==> config.mk <==
export PLATFORM = sky130hd
export DESIGN_NAME = rotary_encoder_position_qualifier
export DESIGN_NICKNAME = d
export VERILOG_FILES = /design/src/rtl/core/reo_pkg.sv /design/src/rtl/core/reo_qualifier.sv /design/src/rtl/core/reo_out_buffer.sv /design/src/rtl/core/rotary_encoder_position_qualifier.sv
export SDC_FILE = /design/constraint.sdc
export NUM_CORES = 1
export LEC_CHECK = 0
export ABC_AREA = 1
export BUFFER_PORTS_ARGS = -buffer_cell sky130_fd_sc_hd__buf_2
export CAP_MARGIN = 20
export CORE_ASPECT_RATIO = 1.2
export CORE_UTILIZATION = 60
export CTS_BUF_LIST = sky130_fd_sc_hd__clkbuf_16
export CTS_CLUSTER_DIAMETER = 60
export CTS_CLUSTER_SIZE = 16
export DETAILED_ROUTE_END_ITERATION = 12
export GPL_TIMING_DRIVEN = 1
export PLACE_DENSITY = 0.79
export SLEW_MARGIN = 20
export SYNTH_ARGS = -nofsm -noshare
export SYNTH_HDL_FRONTEND = slang
export SYNTH_SLANG_ARGS = --single-unit
==> constraint.sdc <==
create_clock -name clk -period 7.8 [get_ports clk]
set_clock_uncertainty 0.2 [all_clocks]
set_input_delay 1.56 -clock clk [delete_from_list [all_inputs] [get_ports clk]]
set_output_delay 1.56 -clock clk [all_outputs]
set_load 0.01 [all_outputs]
==> src/rtl/core/reo_pkg.sv <==
// reo_pkg: shared types and constants for the rotary encoder position qualifier
// used by reo_qualifier, reo_out_buffer and rotary_encoder_position_qualifier
`timescale 1ns / 1ps

package reo_pkg;

	localparam int unsigned CFG_WIDTH = 20;
	localparam int unsigned CFG_INDEX_WIDTH = 2;

	// register indexes on the configuration port
	localparam logic [CFG_INDEX_WIDTH-1:0] REG_SETTLE         = 2'd0;
	localparam logic [CFG_INDEX_WIDTH-1:0] REG_ROTARY_HOLDOFF = 2'd1;
	localparam logic [CFG_INDEX_WIDTH-1:0] REG_BUTTON_HOLDOFF = 2'd2;

	localparam logic [CFG_WIDTH-1:0] SETTLE_RESET         = 20'd8000;
	localparam logic [CFG_WIDTH-1:0] ROTARY_HOLDOFF_RESET = 20'd15000;
	localparam logic [CFG_WIDTH-1:0] BUTTON_HOLDOFF_RESET = 20'd150000;

	// qualification phase codes
	localparam logic [1:0] PH_IDLE   = 2'd0;
	localparam logic [1:0] PH_FIRST  = 2'd1;
	localparam logic [1:0] PH_SECOND = 2'd2;

	// event source codes
	localparam logic [1:0] SRC_A   = 2'd0;
	localparam logic [1:0] SRC_B   = 2'd1;
	localparam logic [1:0] SRC_BTN = 2'd2;

	typedef struct packed {
		logic pin_a;
		logic pin_b;
		logic pin_button;
	} tick_t;

	typedef struct packed {
		logic [3:0] position_leds;
		logic       idle_led;
		logic [1:0] position;
		logic       enabled;
	} result_t;

	typedef struct packed {
		logic [CFG_WIDTH-1:0] settle_ticks;
		logic [CFG_WIDTH-1:0] rotary_holdoff_ticks;
		logic [CFG_WIDTH-1:0] button_holdoff_ticks;
	} cfg_t;

endpackage

==> src/rtl/core/reo_qualifier.sv <==
// reo_qualifier: edge detection, pin qualification and position/enable state
// depends on reo_pkg
`timescale 1ns / 1ps

module reo_qualifier import reo_pkg::*; #(
	parameter int unsigned COUNT_WIDTH = 20
) (
	input  logic    clk,
	input  logic    arst_n,
	input  logic    step,
	input  tick_t   tick,
	input  cfg_t    cfg,
	output result_t result
);

	localparam int unsigned CMP_W = (COUNT_WIDTH > CFG_WIDTH) ? COUNT_WIDTH : CFG_WIDTH;

	logic                   prev_a_q, prev_b_q, prev_btn_q;
	logic [1:0]             phase_q, src_q;
	logic                   first_q;
	logic [COUNT_WIDTH-1:0] win_q, rot_q, btn_q;
	logic [1:0]             pos_q;
	logic                   en_q;

	logic [1:0]             phase_d, src_d, pos_d;
	logic                   first_d, en_d;
	logic [COUNT_WIDTH-1:0] win_d, rot_d, btn_d;
	logic [COUNT_WIDTH-1:0] win_inc, rot_inc, btn_inc;
	logic                   busy, lvl, settled, rot_ok, btn_ok;

	function automatic logic [COUNT_WIDTH-1:0] sat_inc(input logic [COUNT_WIDTH-1:0] v);
		return (&v) ? v : v + 1'b1;
	endfunction

	assign win_inc = sat_inc(win_q);
	assign rot_inc = sat_inc(rot_q);
	assign btn_inc = sat_inc(btn_q);

	assign busy = (phase_q == PH_FIRST || phase_q == PH_SECOND) &&
		(src_q == SRC_A || src_q == SRC_B || src_q == SRC_BTN);

	assign settled = CMP_W'(win_inc) >= CMP_W'(cfg.settle_ticks);
	assign rot_ok  = CMP_W'(rot_inc) > CMP_W'(cfg.rotary_holdoff_ticks);
	assign btn_ok  = CMP_W'(btn_inc) > CMP_W'(cfg.button_holdoff_ticks);

	// pin under test in the current phase
	always_comb begin
		if (src_q == SRC_BTN) begin
			lvl = tick.pin_button;
		end else if (phase_q == PH_FIRST) begin
			lvl = (src_q == SRC_A) ? tick.pin_b : tick.pin_a;
		end else begin
			lvl = (src_q == SRC_A) ? tick.pin_a : tick.pin_b;
		end
	end

	always_comb begin
		phase_d = phase_q;
		src_d   = src_q;
		first_d = first_q;
		win_d   = win_q;
		rot_d   = rot_inc;
		btn_d   = btn_inc;
		pos_d   = pos_q;
		en_d    = en_q;
		if (busy) begin
			win_d = win_inc;
			if (settled) begin
				priority if (lvl != first_q) begin
					first_d = lvl;
					win_d   = '0;
				end else if (src_q == SRC_BTN) begin
					if (lvl) begin
						en_d  = ~en_q;
						btn_d = '0;
					end
					phase_d = PH_IDLE;
				end else if (phase_q == PH_FIRST) begin
					if (lvl) begin
						phase_d = PH_SECOND;
						first_d = (src_q == SRC_A) ? tick.pin_a : tick.pin_b;
						win_d   = '0;
					end else begin
						phase_d = PH_IDLE;
					end
				end else begin
					if (!lvl) begin
						pos_d = (src_q == SRC_A) ? pos_q + 2'd1 : pos_q - 2'd1;
						rot_d = '0;
					end
					phase_d = PH_IDLE;
				end
			end
		end else begin
			phase_d = PH_IDLE;
			priority if (prev_a_q && !tick.pin_a && rot_ok) begin
				phase_d = PH_FIRST;
				src_d   = SRC_A;
				first_d = tick.pin_b;
				win_d   = '0;
			end else if (prev_b_q && !tick.pin_b && rot_ok) begin
				phase_d = PH_FIRST;
				src_d   = SRC_B;
				first_d = tick.pin_a;
				win_d   = '0;
			end else if (!prev_btn_q && tick.pin_button && btn_ok) begin
				phase_d = PH_FIRST;
				src_d   = SRC_BTN;
				first_d = tick.pin_button;
				win_d   = '0;
			end
		end
	end

	always_ff @(posedge clk or negedge arst_n) begin
		if (!arst_n) begin
			prev_a_q   <= 1'b1;
			prev_b_q   <= 1'b1;
			prev_btn_q <= 1'b0;
			phase_q    <= PH_IDLE;
			src_q      <= SRC_A;
			first_q    <= 1'b0;
			win_q      <= '0;
			rot_q      <= '0;
			btn_q      <= '0;
			pos_q      <= 2'd0;
			en_q       <= 1'b0;
		end else if (step) begin
			prev_a_q   <= tick.pin_a;
			prev_b_q   <= tick.pin_b;
			prev_btn_q <= tick.pin_button;
			phase_q    <= phase_d;
			src_q      <= src_d;
			first_q    <= first_d;
			win_q      <= win_d;
			rot_q      <= rot_d;
			btn_q      <= btn_d;
			pos_q      <= pos_d;
			en_q       <= en_d;
		end
	end

	// result reflects the state after this tick
	assign result.position_leds = en_d ? (4'd1 << pos_d) : 4'd0;
	assign result.idle_led      = ~en_d;
	assign result.position      = pos_d;
	assign result.enabled       = en_d;

`ifndef SYNTHESIS
	a_step_clears_holdoff: assert property (@(posedge clk) disable iff (!arst_n)
		(pos_q != $past(pos_q)) |-> (rot_q == '0))
		else $error("position moved without restarting rotary holdoff");

	a_toggle_clears_holdoff: assert property (@(posedge clk) disable iff (!arst_n)
		(en_q != $past(en_q)) |-> (btn_q == '0))
		else $error("enable toggled without restarting button holdoff");

	a_button_single_phase: assert property (@(posedge clk) disable iff (!arst_n)
		(phase_q == PH_SECOND) |-> (src_q != SRC_BTN))
		else $error("button qualification entered second phase");
`endif

endmodule

==> src/rtl/core/reo_out_buffer.sv <==
// reo_out_buffer: two-entry output buffer (output register plus skid entry)
// depends on reo_pkg
`timescale 1ns / 1ps

module reo_out_buffer import reo_pkg::*; (
	input  logic    clk,
	input  logic    arst_n,
	input  logic    push,
	input  result_t push_data,
	output logic    has_room,
	output logic    out_valid,
	input  logic    out_ready,
	output result_t out_data
);

	logic    out_valid_q, skid_valid_q;
	result_t out_data_q, skid_data_q;
	logic    load_out;

	assign has_room  = ~skid_valid_q;
	assign out_valid = out_valid_q;
	assign out_data  = out_data_q;
	// output register frees up this cycle
	assign load_out  = ~out_valid_q | out_ready;

	always_ff @(posedge clk or negedge arst_n) begin
		if (!arst_n) begin
			out_valid_q  <= 1'b0;
			skid_valid_q <= 1'b0;
		end else if (load_out) begin
			out_valid_q  <= skid_valid_q | push;
			skid_valid_q <= 1'b0;
		end else if (push) begin
			skid_valid_q <= 1'b1;
		end
	end

	always_ff @(posedge clk) begin
		if (load_out) begin
			out_data_q <= skid_valid_q ? skid_data_q : push_data;
		end else if (push) begin
			skid_data_q <= push_data;
		end
	end

`ifndef SYNTHESIS
	a_skid_behind_out: assert property (@(posedge clk) disable iff (!arst_n)
		skid_valid_q |-> out_valid_q)
		else $error("skid entry held while output register empty");
`endif

endmodule

==> src/rtl/core/rotary_encoder_position_qualifier.sv <==
// rotary_encoder_position_qualifier: top level, configuration registers and handshake
// depends on reo_pkg, reo_qualifier, reo_out_buffer
`timescale 1ns / 1ps

// Debounced rotary encoder with push-button enable. Each input transaction is one
// timebase tick carrying the A, B and button levels; each tick yields exactly one
// output transaction with the position LEDs, idle LED, position and enable flag as
// they stand after that tick. A tick can be taken every clock cycle: the whole
// state update is one short combinational pass from the state registers into the
// next state and the result, so throughput is one transaction per cycle while the
// output buffer has room. This two-entry buffer (output register plus skid entry)
// takes one more tick after the consumer stalls; in_ready drops only when both
// entries hold results. The settle window and the two holdoffs are set through the
// write port (index 0 settle, 1 rotary holdoff, 2 button holdoff; other indexes are
// ignored) and should only be changed while idle.
// COUNT_WIDTH sets the width of the saturating tick counters.

module rotary_encoder_position_qualifier import reo_pkg::*; #(
	parameter int unsigned COUNT_WIDTH = 20
) (
	input  logic                       clk,
	input  logic                       arst_n,
	// configuration write port
	input  logic                       cfg_write,
	input  logic [CFG_INDEX_WIDTH-1:0] cfg_index,
	input  logic [CFG_WIDTH-1:0]       cfg_data,
	// tick input channel
	input  logic                       in_valid,
	output logic                       in_ready,
	input  tick_t                      in_data,
	// result channel
	output logic                       out_valid,
	input  logic                       out_ready,
	output result_t                    out_data
);

	cfg_t    cfg_q;
	result_t result;
	logic    step;
	logic    has_room;

	// configuration registers, written in place with no handshake
	always_ff @(posedge clk or negedge arst_n) begin
		if (!arst_n) begin
			cfg_q.settle_ticks         <= SETTLE_RESET;
			cfg_q.rotary_holdoff_ticks <= ROTARY_HOLDOFF_RESET;
			cfg_q.button_holdoff_ticks <= BUTTON_HOLDOFF_RESET;
		end else if (cfg_write) begin
			unique case (cfg_index)
				REG_SETTLE:         cfg_q.settle_ticks         <= cfg_data;
				REG_ROTARY_HOLDOFF: cfg_q.rotary_holdoff_ticks <= cfg_data;
				REG_BUTTON_HOLDOFF: cfg_q.button_holdoff_ticks <= cfg_data;
				default: ;
			endcase
		end
	end

	// a tick is a transaction whenever the output buffer has a free entry
	assign in_ready = has_room;
	assign step     = in_valid & has_room;

	// state update for one tick
	reo_qualifier #(
		.COUNT_WIDTH (COUNT_WIDTH)
	) u_qualifier (
		.clk    (clk),
		.arst_n (arst_n),
		.step   (step),
		.tick   (in_data),
		.cfg    (cfg_q),
		.result (result)
	);

	// result register with skid entry
	reo_out_buffer u_out_buffer (
		.clk       (clk),
		.arst_n    (arst_n),
		.push      (step),
		.push_data (result),
		.has_room  (has_room),
		.out_valid (out_valid),
		.out_ready (out_ready),
		.out_data  (out_data)
	);

endmodule
== After elaboration in Yosys (flattened, before gate mapping) ==
Index checks and enable logic that the tools add are counted.
W data, S select, Z words.

* Register bits: 149
* Input port bits: 30
* Output and inout port bits: 10
* Logic and storage cells: 147

* Add/subtract/negate cells: 5
* Order comparisons: 3
* Equal/unequal tests: 12
* Shifts and indexed selects: 1
* Muxes and demuxes: 64
* Bitwise operators: 9
* Reduce and logical (&&, ||, !) cells: 29

{| class="wikitable"
|+ Operators by type and width
! cell !! count
|-
| $mux W20 || 23
|-
| $add A20 B1 Y20 const B || 3
|-
| $reduce_and A20 Y1 || 3
|-
| $gt A20 B20 Y1 || 2
|-
| $mux W2 || 18
|-
| $mux W1 || 21
|-
| $ge A20 B20 Y1 || 1
|-
| $reduce_and A2 Y1 || 5
|-
| $ne A3 B3 Y1 const B || 3
|-
| $mux W8 || 1
|-
| $logic_and A1 B1 Y1 || 7
|-
| $eq A2 B1 Y1 const B || 3
|-
| $eq A2 B2 Y1 const B || 3
|-
| $not A1 Y1 || 6
|-
| $reduce_and A3 Y1 || 2
|-
| $reduce_and A6 Y1 || 1
|-
| $logic_not A2 Y1 || 2
|-
| $mux W4 || 1
|-
| $ne A2 B2 Y1 const B || 2
|-
| $reduce_bool A4 Y1 || 1
|-
| $shl A1 B2 Y4 const A || 1
|-
| $logic_not A1 Y1 || 3
|-
| $logic_or A1 B1 Y1 || 3
|-
| $reduce_bool A3 Y1 || 1
|-
| other kinds (6) || 7
|}

== Logic depth before layout (Yosys ltp) ==
Gate-level depths: netlist (run 1).

* Depth in word-level cells: 13
* Mapped depth: 26
* Mapped depth without buffers: 25

== By module ==
A second synthesis (run 1) with hierarchy kept.

* Cells, all modules: 1226
* Area, all modules: 9400.3 µm²

{| class="wikitable"
|+ Modules (own cells, without submodules)
! module !! instances !! cells each !! area each (µm²) !! seq. area each (µm²)
|-
| reo_qualifier || 1 || 904 || 6247.2 || 1779.2
|-
| rotary_encoder_position_qualifier || 1 || 271 || 2476.1 || 1527.7
|-
| reo_out_buffer || 1 || 51 || 676.9 || 530.5
|}

== Least setup slack after synthesis (run 1) ==
No wires, ideal clock.

* Path type: input-to-reg
* From: input in_data[1] (netlist name)
* To: register u_out_buffer.skid_data_q[4] (netlist name), data pin
* Setup time: 0.265 ns
* Data arrival time: 3.199 ns
* Required time: 7.335 ns
* Setup slack: 4.136 ns
* Stages: 12
* Buffers on the path: 0
* Cell sequence: o21ai_0 nand2_1 o21ai_0 nand2_1 o21ai_0 ha_1 inv_1 nand4_1 inv_1 nand4_1 xor2_1 nor2_1

{| class="wikitable"
|+ RTL lines
! item !! line !! text
|-
| from (decl) || rotary_encoder_position_qualifier.sv:30 || <nowiki>input tick_t in_data,</nowiki>
|-
| to (signal assigned) || reo_out_buffer.sv:42 || <nowiki>skid_data_q <= push_data;</nowiki>
|-
| to (decl) || reo_out_buffer.sv:17 || <nowiki>result_t out_data_q, skid_data_q;</nowiki>
|}

== Final worst setup path (run 1) ==
* From: register u_qualifier.rot_q[0]
* To: register u_qualifier.win_q[17]

* Cells in the longest elaborated chain, start to end: 7
* Elaborated cells on any way between the ends: 11
* Those cells by class: add/sub: 1; order compare: 1; mux: 4; reduce/logical: 5

{| class="wikitable"
|+ RTL lines
! item !! line !! text
|-
| from (decl) || reo_qualifier.sv:21 || <nowiki>logic [COUNT_WIDTH-1:0] win_q, rot_q, btn_q;</nowiki>
|-
| from (signal assigned) || reo_qualifier.sv:136 || <nowiki>rot_q <= rot_d;</nowiki>
|-
| $add A20 B1 Y20 / $reduce_and A20 Y1 (equally long branches) || reo_qualifier.sv:32 || <nowiki>return (&v) ? v : v + 1'b1;</nowiki>
|-
| $mux W20 * || reo_qualifier.sv:32 ||
|-
| $gt A20 B20 Y1 * || reo_qualifier.sv:43 || <nowiki>assign rot_ok = CMP_W'(rot_inc) > CMP_W'(cfg.rotary_holdoff_ticks);</nowiki>
|-
| $logic_and A1 B1 Y1 || reo_qualifier.sv:101 || <nowiki>end else if (prev_b_q && !tick.pin_b && rot_ok) begin</nowiki>
|-
| $mux W20 || reo_qualifier.sv:101 ||
|-
| $mux W20 || reo_qualifier.sv:96 || <nowiki>priority if (prev_a_q && !tick.pin_a && rot_ok) begin</nowiki>
|-
| $mux W20 || reo_qualifier.sv:66 || <nowiki>if (busy) begin</nowiki>
|-
| to (signal assigned) || reo_qualifier.sv:135 || <nowiki>win_q <= win_d;</nowiki>
|-
| to (decl) || reo_qualifier.sv:21 ||
|}

Every way passes the cells marked *; elsewhere a longest branch is shown, timed or not.
A chain may end at the register's enable or synchronous reset.

==> results_dict.tcl, run 1 <==
set metrics [dict create \
    nets 1327 \
    die_h_um 137.1 \
    ys_ff_latch 149 \
    power_mw 2.557 \
    synth_fp_nets 1288 \
    synth_cell_types 45 \
    rsz0062_at_grt "no" \
    stdcell_area_um2 10060 \
    cp_max_fo 20 \
    required_ns 7.97 \
    drc_errors 0 \
    hold_depth 2 \
    place_inst 1417 \
    ys_warn_count 0 \
    synth_top_area_frac 0.3018 \
    hold_slack_ns 0.2828 \
    synth.most_common_cell "nand2_1" \
    synth_area_per_cell_um2 7.645 \
    tns_ns 0 \
    worstHoldStart "cfg_q[1]" \
    antenna_left 0 \
    hold_path_class "reg -> reg" \
    synth_area_leaders "dfrtp_1 30%, nand2_1 13%, ha_1 8.9%" \
    rrSetupSlack_ns 3.36 \
    insertion_delay_ns 0.43 \
    fmax_mhz 225.3 \
    worst-setup-path-type "reg -> reg" \
    nFillCells 1245 \
    seq_area_frac_synth 0.4208 \
    cts_tree "yes" \
    syn_to_final_growth_pct 10.26 \
    grt_pass1_vias 7302 \
    antenna_found_initial 0 \
    synthCells 1193 \
    leakagePower_nw 5.260 \
    dr_total_vias 7731 \
    dp_slack_ns 3.473 \
    vias_per_cell 5.335 \
    wl_per_cell_um 14.15 \
    dr.pass1.iters 5 \
    synth-main-ff-cell "dfrtp_1" \
    setup_ws_ns 3.362 \
    dpl.hpwl_um 15150 \
    yosys.area.top_type "dfrtp_1" \
    setup_viol 0 \
    final_util 0.6750 \
    syn_area_um2 9120 \
    cts_hold_buf 0 \
    clkTransAtPathRegs_ns 0.06 \
    arrival_ns 4.61 \
    synth_commonest_cells "323 x nand2_1, 206 x inv_1, 110 x dfrtp_1" \
    diodes 0 \
    cp-end-kind "register" \
    portBuffers 39 \
    hold_viol_final 0 \
    regToRegStartpoint "u_qualifier.rot_q[0]" \
    cts-root-buf "clkbuf_16" \
    grt_pass1_wl_um 34410 \
    htreeDepth 4 \
    outcome "completed" \
    post-cts-setup-buffer-count 0 \
    cts_buffers 17 \
    peakVddDrop_uv 168.2 \
    tightest_slew_ns 0.7860 \
    drv_slew 0 \
    core_area_um2 14900 \
    gp_congestion 0.9121 \
    whs_endpoint "cfg_q[1]" \
    synth_edf_count 16 \
    r2r_end "u_qualifier.win_q[17]" \
    die_x_um 114.5 \
    reg2reg_depth 21 \
    synthArstFlopShare 0.8926 \
    cts_resized 0 \
    place_area_um2 9509 \
    drt-total-wl_um 20510 \
    timing.final.crit_share 0.5690 \
    io_pins 40 \
    cts_buffer_depth 2 \
    initial_core_util 0.6122 \
    final_cell_count_no_fill 1449 \
    die_area_um2 15700 \
    met2_usage 0.4768 \
    grt.total_usage 0.2847 \
    critPathLaunchType "register" \
    maxSlewHeadroom 0.4748 \
    power-per-cell-area_nw_per_um2 254.3 \
    drive_gt1_frac 0.1004 \
    gr-max-usage-layer "met2" \
    drt_iter0_drc 584 \
    maxCapViolCount 0 \
    cts_sinks 149 \
    gr-total-overflow 0 \
    placementRows 49 \
    use_met1 0.3572 \
    globalRouteMet3Util 0.04074 \
    grt_max_degree 47 \
    fin_crit_ns 4.438 \
]
==> flip-flops by register name (all words and copies together), names as in the netlist, 2 cells and up <==
register / flops
u_out_buffer.out_data: 8
u_qualifier.src_q: 2
u_qualifier.rot_q: 20
cfg_q: 60
u_qualifier.btn_q: 20
u_qualifier.phase_q: 2
u_qualifier.pos_q: 2
u_qualifier.win_q: 20
u_out_buffer.skid_data_q: 8
==> final cells by class <==
type / instances / area, um^2 / share of cell area
clock buffers: 17 / 425.4 / 0.04230
clock inverters: 15 / 121.4 / 0.01207
inverters: 211 / 792.0 / 0.07876
multi-input cells: 805 / 4359 / 0.4335
flip-flops and latches: 149 / 3837 / 0.3816
well taps: 204 / 255.2 / 0.02538
repair buffers: 48 / 265.3 / 0.02638
==> how the worst max path moves through the flow <==
stage	from	endpoint	cells past startpoint
finish	u_qualifier.rot_q[0]	u_qualifier.win_q[17]	21
global route	u_qualifier.rot_q[0]	u_qualifier.win_q[10]	21
CTS	u_qualifier.rot_q[0]	u_qualifier.win_q[16]	21
detailed placement	u_qualifier.rot_q[0]	u_qualifier.win_q[17]	21
global placement	u_qualifier.rot_q[0]	u_qualifier.win_q[0]	21
floorplan	in_data[1]	u_out_buffer.skid_data_q[4]	12
==> layer usage <==
| metal | wire length, um | up-vias |
|---|---|---|
| met5 | 0 | - |
| met4 | 789 | 0 |
| met3 | 928 | 50 |
| met2 | 9956 | 212 |
| met1 | 8833 | 3586 |
| li1 | - | 3883 |
==> critical path: stages, from the launching register on <==
cell and delay, ns:
dfrtp_1 0.39, ha_1 0.20, nand3_1 0.11, nor2_1 0.26
inv_1 0.13, nor4_1 0.49, nand2_1 0.19, a21boi_0 0.17
o21ai_1 0.17, ha_1 0.30, nand2_1 0.06, nand2_1 0.04
nand2_1 0.05, nand2_1 0.05, a21oi_1 0.25, nand3_1 0.23
o211ai_1 0.25, nand2_1 0.15, o21ai_1 0.23, buf_4 0.29
nand2_1 0.08, nand2_1 0.07
==> cell families (layout without fill, tap and decap cells) <==
kind of cell | after synthesis | in the layout | share of synthesized area
xor gates and xnor gates | 42 | 42 | 0.04116
DFF | 149 | 149 | 0.4208
buffers and inverters | 239 | 291 | 0.1012
adders and majority gates | 65 | 65 | 0.08918
and+or+nand+nor | 523 | 523 | 0.2453
AOI/OAI and AO/OA | 175 | 175 | 0.1023
==> layout by cell type (no fill, tap or decap), drive strengths merged, types with 23 or more instances in the layout <==
| cell type | Yosys | layout |
|---|---|---|
| o21ai | 112 | 112 |
| nand2 | 328 | 328 |
| nor2 | 78 | 78 |
| nand3 | 69 | 69 |
| a21oi | 36 | 36 |
| dfrtp | 110 | 110 |
| buf | 10 | 48 |
| ha | 65 | 65 |
| xor2 | 36 | 36 |
| inv | 209 | 216 |
| dfstp | 23 | 23 |
==> power breakdown <==
part | switching (mW) | internal (mW)
combinational | 0.492 | 0.275
sequential | 0.0974 | 0.928
clock | 0.352 | 0.413
total | 0.941 | 1.62
(Power assumes the default switching activity.)
==> run 2, diff against run 1 <==
==> constraint.sdc (replaced) <==
create_clock -name clk -period 4.3 [get_ports clk]
set_clock_uncertainty 0.2 [all_clocks]
set_input_delay 0.86 -clock clk [delete_from_list [all_inputs] [get_ports clk]]
set_output_delay 0.86 -clock clk [all_outputs]
set_load 0.01 [all_outputs]
==> run 2 against run 1 <==
Compared with the run above:
- sequential share of layout area down 0.61 points
- via count up 2.1%
- setup slack worse by 3.0 ns
- clock-buffer cell count unchanged
- flip-flop and latch count unchanged
- final cell count up 0.62%
- total power up 85%
- clock power up 91%
- wire length up 3.9%
- largest cell class unchanged
- highest routed layer unchanged
==> results_dict.tcl, run 2 (synthesis gave the netlist of run 1 again) <==
set metrics [dict create \
    outcome "completed" \
    portBuffers 39 \
    arrival_ns 4.09 \
    die_area_um2 15700 \
    timing.final.crit_share 0.9228 \
    leakagePower_nw 5.326 \
    core_area_um2 14900 \
    vias_per_cell 5.415 \
    worst-setup-path-type "reg -> reg" \
    dr_total_vias 7895 \
    required_ns 4.42 \
    cp_max_fo 19 \
    crit_family "simple AND/OR/NAND/NOR gates" \
    rsz0062_at_grt "no" \
    antenna_left 0 \
    cts_sinks 149 \
    grt.total_usage 0.2894 \
    crit_chain "ha_1, nand3_2, inv_2, nand3_2, or2_4, nor2_4, nand2_2, nor2_4, nand2_4, o21ai_0, inv_1, ha_1, nand2_1, nor2_1, nand2_1, nor2_1, nand2_1, nand4_4, nand3_2, nand2_4, clkinvlp_4, a22o_1" \
    nets 1336 \
    cts_tree "yes" \
    placementRows 49 \
    fin_crit_ns 3.968 \
    grt_pass1_vias 7493 \
    hold_viol_final 0 \
    grt_pass1_wl_um 34890 \
    drt_iter0_drc 633 \
    cp_num_buf_inv 3 \
    peakVddDrop_uv 303.7 \
    final_cell_mix "322 x nand2_1, 205 x inv_1, 110 x dfrtp_1" \
    drv_slew 0 \
    gr-total-overflow 0 \
    diodes 0 \
    maxCapViolCount 0 \
    cts_buffer_depth 2 \
    nFillCells 1256 \
    dpl.hpwl_um 15460 \
    syn_to_final_growth_pct 12.06 \
    drc_errors 0 \
    drt-total-wl_um 21300 \
    grt_max_degree 72 \
    die_x_um 114.5 \
    clkTransAtPathRegs_ns 0.06 \
    initial_core_util 0.6122 \
    antenna_found_initial 0 \
    tns_ns 0 \
    htreeDepth 4 \
    insertion_delay_ns 0.44 \
    dr.pass1.iters 5 \
    wl_per_cell_um 14.61 \
    final_common_cell "nand2_1" \
    worst_path_max_delay_cell "dfrtp_1" \
    die_h_um 137.1 \
    gp_congestion 0.9023 \
    top_register "cfg_q" \
    rrSetupSlack_ns 0.33 \
    critPathLaunchType "register" \
    cts-root-buf "clkbuf_16" \
    final_cell_count_no_fill 1458 \
    largest_reg_flops 60 \
    hold_path_class "reg -> reg" \
    maxSlewHeadroom 0.3541 \
    tightest_slew_ns 0.9688 \
    drive_gt1_frac 0.1140 \
    power-per-cell-area_nw_per_um2 463.1 \
    cts_buffers 17 \
    setup_viol 0 \
    place_inst 1422 \
    io_pins 40 \
    critPathMaxStageDelay_ns 0.40 \
    cts_hold_buf 0 \
    cp-end-kind "register" \
    fmax_mhz 252.0 \
]
## run 2: layout make-up
class,count,area [um^2],area share
clock buffer,17,425.4,0.04163
clock inverter,15,145.1,0.01420
inverter,211,795.8,0.07786
multi-input combinational,805,4415,0.4321
sequential,149,3837,0.3755
tap,204,255.2,0.02498
timing repair buffer,56,337.8,0.03306
timing repair inverter,1,7.507,0.0007346
## run 2: final timing paths
check | start | to | cells past startpoint
setup reg to reg | u_qualifier.win_q[0] | u_qualifier.btn_q[14] | 22
hold reg to reg | cfg_q[39] | cfg_q[39] | 2
hold / removal | cfg_q[39] | cfg_q[39] | 2
min in group asynchronous | arst_n | u_out_buffer.out_valid | 1
setup / recovery | u_qualifier.win_q[0] | u_qualifier.btn_q[14] | 22
max in group asynchronous | arst_n | cfg_q[52] | 2
## run 2: worst register-to-register path: stages, from the launching register on
cell and delay (ns):
dfrtp_1 0.40, ha_1 0.23, nand3_2 0.12, inv_2 0.08, nand3_2 0.08, or2_4 0.27
nor2_4 0.10, nand2_2 0.09, nor2_4 0.13, nand2_4 0.16, o21ai_0 0.19, inv_1 0.09
ha_1 0.31, nand2_1 0.06, nor2_1 0.09, nand2_1 0.05, nor2_1 0.11, nand2_1 0.11
nand4_4 0.17, nand3_2 0.14, nand2_4 0.21, clkinvlp_4 0.24, a22o_1 0.24
## run 2: through the flow
step	total power, mW	setup slack (ns)	hold slack, ns	cell area (um^2)	util
after floorplan	2.855	0.8920	0.2457	9120	-
after global placement	3.178	0.4396	0.2619	9559	0.6416
after detailed placement	3.246	0.2414	0.2762	9559	0.6416
after CTS	4.716	0.2089	0.2922	10130	0.6799
after global routing	5.038	0.0008180	0.3116	10220	0.6860
final	4.732	0.3319	0.2881	10220	0.6860
## run 2: metal layers
metal / vias up / GRT usage / part of all wire
li1: 3908 / - / -
met3: 50 / 0.04872 / 0.043
met4: 0 / 0.1212 / 0.026
met5: - / 0 / 0
met1: 3725 / 0.3564 / 0.43
met2: 212 / 0.5020 / 0.50
## run 2: timing repair
item	4_1_cts	5_1_grt
resized for setup	0	14
setup endpoints to repair	0	42
buffers inserted	0	3
## run 2: where the power goes
group / leakage, nW / switching [mW] / internal [mW]
registers: 1.83 / 0.182 / 1.68
clock network: 0.275 / 0.650 / 0.811
logic: 3.22 / 0.899 / 0.506
